File: src/design/psu_pkg.sv
// ----------------------------------------------------------------------------
// PNG scanline unfilter package
// Field widths, register indexes, filter type codes and the control bundle
// that travels from the pipeline into the reconstruction datapath.
// ----------------------------------------------------------------------------
package psu_pkg;

    localparam int BYTE_W  = 8;
    localparam int BPP_W   = 4;
    localparam int ROWCFG_W = 14;
    localparam int CFG_IDX_W = 1;

    // Configuration register indexes.
    localparam logic [CFG_IDX_W-1:0] CFG_BYTES_PER_PIXEL = 1'b0;
    localparam logic [CFG_IDX_W-1:0] CFG_ROW_BYTES       = 1'b1;

    // Reset values of the configuration registers.
    localparam logic [BPP_W-1:0]    BPP_RESET = 4'd4;
    localparam logic [ROWCFG_W-1:0] ROW_RESET = 14'd4096;

    // Filter type codes.
    localparam logic [BYTE_W-1:0] FLT_NONE  = 8'd0;
    localparam logic [BYTE_W-1:0] FLT_SUB   = 8'd1;
    localparam logic [BYTE_W-1:0] FLT_UP    = 8'd2;
    localparam logic [BYTE_W-1:0] FLT_AVG   = 8'd3;
    localparam logic [BYTE_W-1:0] FLT_PAETH = 8'd4;

    typedef struct packed {
        logic [BYTE_W-1:0] filter;
        logic              first_row;
        logic              left_ok;
        logic              last;
    } psu_ctrl_t;

endpackage

File: src/design/psu_recon.sv
// ----------------------------------------------------------------------------
// PNG byte reconstruction datapath
// Applies the row's filter to one byte from its left, above and above-left
// neighbors, with out-of-image neighbors forced to zero.
// ----------------------------------------------------------------------------
module psu_recon (
    input  psu_pkg::psu_ctrl_t        ctrl,
    input  logic [psu_pkg::BYTE_W-1:0] data_byte,
    input  logic [psu_pkg::BYTE_W-1:0] left,
    input  logic [psu_pkg::BYTE_W-1:0] above,
    input  logic [psu_pkg::BYTE_W-1:0] upleft,
    output logic [psu_pkg::BYTE_W-1:0] pixel_byte,
    output logic [psu_pkg::BYTE_W-1:0] above_used,
    output logic                       filter_error
);

    import psu_pkg::*;

    logic [BYTE_W-1:0]   a, b, c;
    logic [BYTE_W:0]     avg_sum;
    logic signed [9:0]   dist_a, dist_b, dist_c;
    logic [9:0]          pa, pb, pc;
    logic [BYTE_W-1:0]   paeth_pred;

    always_comb
    begin
        a = ctrl.left_ok ? left : '0;
        c = ctrl.left_ok ? upleft : '0;
        b = ctrl.first_row ? '0 : above;

        avg_sum = {1'b0, a} + {1'b0, b};

        // With p = a + b - c: |p-a| = |b-c|, |p-b| = |a-c|, |p-c| = |a+b-2c|.
        dist_a = $signed({2'b00, b}) - $signed({2'b00, c});
        dist_b = $signed({2'b00, a}) - $signed({2'b00, c});
        dist_c = $signed({2'b00, a}) + $signed({2'b00, b}) - $signed({1'b0, c, 1'b0});
        pa = dist_a[9] ? 10'(-dist_a) : 10'(dist_a);
        pb = dist_b[9] ? 10'(-dist_b) : 10'(dist_b);
        pc = dist_c[9] ? 10'(-dist_c) : 10'(dist_c);

        if ((pa <= pb) && (pa <= pc))
        begin
            paeth_pred = a;
        end
        else if (pb <= pc)
        begin
            paeth_pred = b;
        end
        else
        begin
            paeth_pred = c;
        end

        filter_error = 1'b0;
        unique case (ctrl.filter)
            FLT_NONE:  pixel_byte = data_byte;
            FLT_SUB:   pixel_byte = data_byte + a;
            FLT_UP:    pixel_byte = data_byte + b;
            FLT_AVG:   pixel_byte = data_byte + avg_sum[BYTE_W:1];
            FLT_PAETH: pixel_byte = data_byte + paeth_pred;
            default:
            begin
                pixel_byte   = data_byte;
                filter_error = 1'b1;
            end
        endcase

        above_used = b;
    end

endmodule
File: config.mk
export PLATFORM = sky130hd
export DESIGN_NAME = psu_recon
export DESIGN_NICKNAME = d
export VERILOG_FILES = /design/src/design/psu_pkg.sv /design/src/design/psu_recon.sv
export SDC_FILE = /design/constraint.sdc
export NUM_CORES = 1
export LEC_CHECK = 0
export BUFFER_PORTS_ARGS = -buffer_cell sky130_fd_sc_hd__buf_2
export CORE_UTILIZATION = 60
export DETAILED_ROUTE_END_ITERATION = 12
export PLACE_DENSITY = 0.95
export SYNTH_ARGS = -nofsm -noshare
export SYNTH_HDL_FRONTEND = slang
export SYNTH_SLANG_ARGS = --single-unit
File: constraint.sdc
create_clock -name vclk -period 7.4
set_clock_uncertainty 0.1 [all_clocks]
set_input_delay 0 -clock vclk [all_inputs]
set_output_delay 0 -clock vclk [all_outputs]
set_load 0.005 [all_outputs]
==> impl_metrics.env <==
export IMPL_clkbuf_count=0
export IMPL_crit_fanout=25
export IMPL_start_util=0.636
export IMPL_antennaDiodeCount=0
export IMPL_rows=28
export IMPL_grt_max_degree=26
export IMPL_peakVddDrop_mv=0.161
export IMPL_place_inst=672
export IMPL_ant_nets=0
export IMPL_cp_startpoint="ctrl[1]"
export IMPL_layout_nets=721
export IMPL_tightestPinTransition_ns=0.662
export IMPL_max_cap_violations=0
export IMPL_fin_cells=673
export IMPL_drtIter0Drc=246
export IMPL_max_freq_ghz=0.141
export IMPL_fin_area_sq_um=4260
export IMPL_yosys_top_cells_area="ha_1 23%, xnor2_1 6.4%, inv_1 5.1%, nor2_1 4.9%, a21oi_1 4.6%"
export IMPL_postCtsHoldBufs=0
export IMPL_critPathRequiredTime_ns=7.30
export IMPL_syn_area_sq_um=3830
export IMPL_cpMaxStageDelayCell="nor4b_1"
export IMPL_overflow=0
export IMPL_first_pass_iters=6
export IMPL_wirelength_um=11500
export IMPL_drc=0
export IMPL_p_per_area_nw_per_um2=169
export IMPL_wl_per_cell_um=17.1
export IMPL_slew_viol_final=0
export IMPL_finalSetupViolCount=0
export IMPL_grt_pass1_vias=4040
export IMPL_via_per_inst=6.41
export IMPL_fillers=494
export IMPL_grt_pass1_wl_um=17800
export IMPL_fin_crit_sh=0.958
export IMPL_dieArea_sq_um=6710
export IMPL_timing_hold_ws_ns=0.206
export IMPL_start_kind="input pin"
export IMPL_vias=4317
export IMPL_synth_warnings=0
export IMPL_pin_count=60
export IMPL_place_area_sq_um=4200
export IMPL_arrival_ns=6.99
export IMPL_final_core_util=0.707
export IMPL_core_sq_um=6030
export IMPL_synth_most_common_cell="ha_1"
export IMPL_synth_top_area_cell="ha_1"
export IMPL_ys_types=67
export IMPL_fp_dieW_um=81.9
export IMPL_yosys_top_cells_count="70 x ha_1, 52 x inv_1, 50 x nor2_1, 43 x nand2_1, 35 x a21oi_1"
export IMPL_hold_start="data_byte[2]"
export IMPL_regArea_sq_um=0
export IMPL_cpPeakStageDelay_ns=0.54
export IMPL_crit_type="input pin to primary output"
export IMPL_cpMostUsedCell="ha_1"
export IMPL_outcome="complete, no violations"
export IMPL_seq_cells=0
export IMPL_min_period_ns=7.09
export IMPL_numPortBuffers=59
export IMPL_finalHoldViolations=0
export IMPL_die_y_um=81.9
export IMPL_endpoint_kind="primary output"
export IMPL_antenna_found_initial=0
export IMPL_dpl_hpwl_um=9650
export IMPL_leakagePower_nw=2.20
export IMPL_min_path_type="input pin to primary output"
export IMPL_grt_usage=0.341
export IMPL_slew_limit_headroom=0.556
export IMPL_syn_avg_cell_area_sq_um=7.04
export IMPL_hold_end="pixel_byte[2]"
export IMPL_min_path_cells=4
export IMPL_synth_seq_area_share=0
export IMPL_drive_above_1_share=0.161
export IMPL_synthCells=545
export IMPL_area_growth_pct=11.1
export IMPL_yosysTopAreaCellShare=0.228
export IMPL_place_gp_congestion=1.00
cells in the final DEF, fill, tap and decap left out, drive strengths merged, types with 9 or more instances in the layout:
master | netlist | routed
inv | 52 | 52
nand2b | 15 | 15
nor2 | 50 | 50
ha | 70 | 70
xor2 | 17 | 17
nand3 | 13 | 13
a21o | 15 | 15
and2 | 9 | 9
o21ai | 35 | 35
xnor2 | 28 | 28
buf | 5 | 64
a21oi | 35 | 35
nor3 | 12 | 12
nand2 | 43 | 43
nor2b | 10 | 10
layer usage:
metal	vias to the layer above	part of all wire	global-route usage
li1	2063	-	-
met1	1993	0.40	0.379
met4	0	0.041	0.153
met2	208	0.49	0.639
met3	53	0.065	0.0389
met5	-	0	0
layout make-up:
class	count	area, sq um	area share
Multi-Input combinational cell	482	3640	0.853
Timing Repair Buffer	64	335	0.0787
Inverter	52	195	0.0458
Tap cell	75	93.8	0.0220
worst max-delay path, delay by kind of cell:
kind / cells / cell delay (ns)
AOI/OAI and AO/OA: 11 / 2.24
xor gates and xnor gates: 1 / 0.26
adders and majority gates: 4 / 1.24
buffers and inverters: 5 / 0.67
and+or+nand+nor: 11 / 2.56
report_power, final:
| part | internal [mW] | switching (mW) |
|---|---|---|
| clock | 0 | 0 |
| combinational | 0.304 | 0.414 |
| sequential | 0 | 0 |
| total | 0.304 | 0.414 |
logic make-up after synthesis:
logic type / after synthesis / synth area share
other: 2 / 0.00196
buffers and inverters: 65 / 0.0672
multiplexers: 7 / 0.0206
XOR/XNOR: 45 / 0.103
AO/OA/AOI/OAI: 155 / 0.282
adder cells (fa/ha/maj): 78 / 0.270
AND/OR/NAND/NOR: 193 / 0.255
what timing repair did:
item / CTS / global route
pin swaps: 0 / 2
gates resized for setup: 1 / 14
setup buffers: 0 / 1
setup endpoints to repair: 1 / 1
worst max-delay path by stage:
stage / end / slack (ns)
after floorplan: pixel_byte[7] / 0.74
after global placement: pixel_byte[7] / 0.29
after detailed placement: pixel_byte[7] / -0.01
after CTS: pixel_byte[7] / 0.1
after global routing: pixel_byte[7] / -0.14
final: pixel_byte[7] / 0.31
metrics by stage:
| stage | setup TNS [ns] | power [mW] | worst slack (ns) |
|---|---|---|---|
| final | 0 | 0.718 | 0.311 |
| after global routing | -0.144 | 0.795 | -0.144 |
| after CTS | 0 | 0.684 | 0.0995 |
| after detailed placement | -0.0121 | 0.678 | -0.0121 |
| after global placement | 0 | 0.630 | 0.288 |
| after floorplan | 0 | 0.524 | 0.737 |
Power figures use the tool's default switching activity.
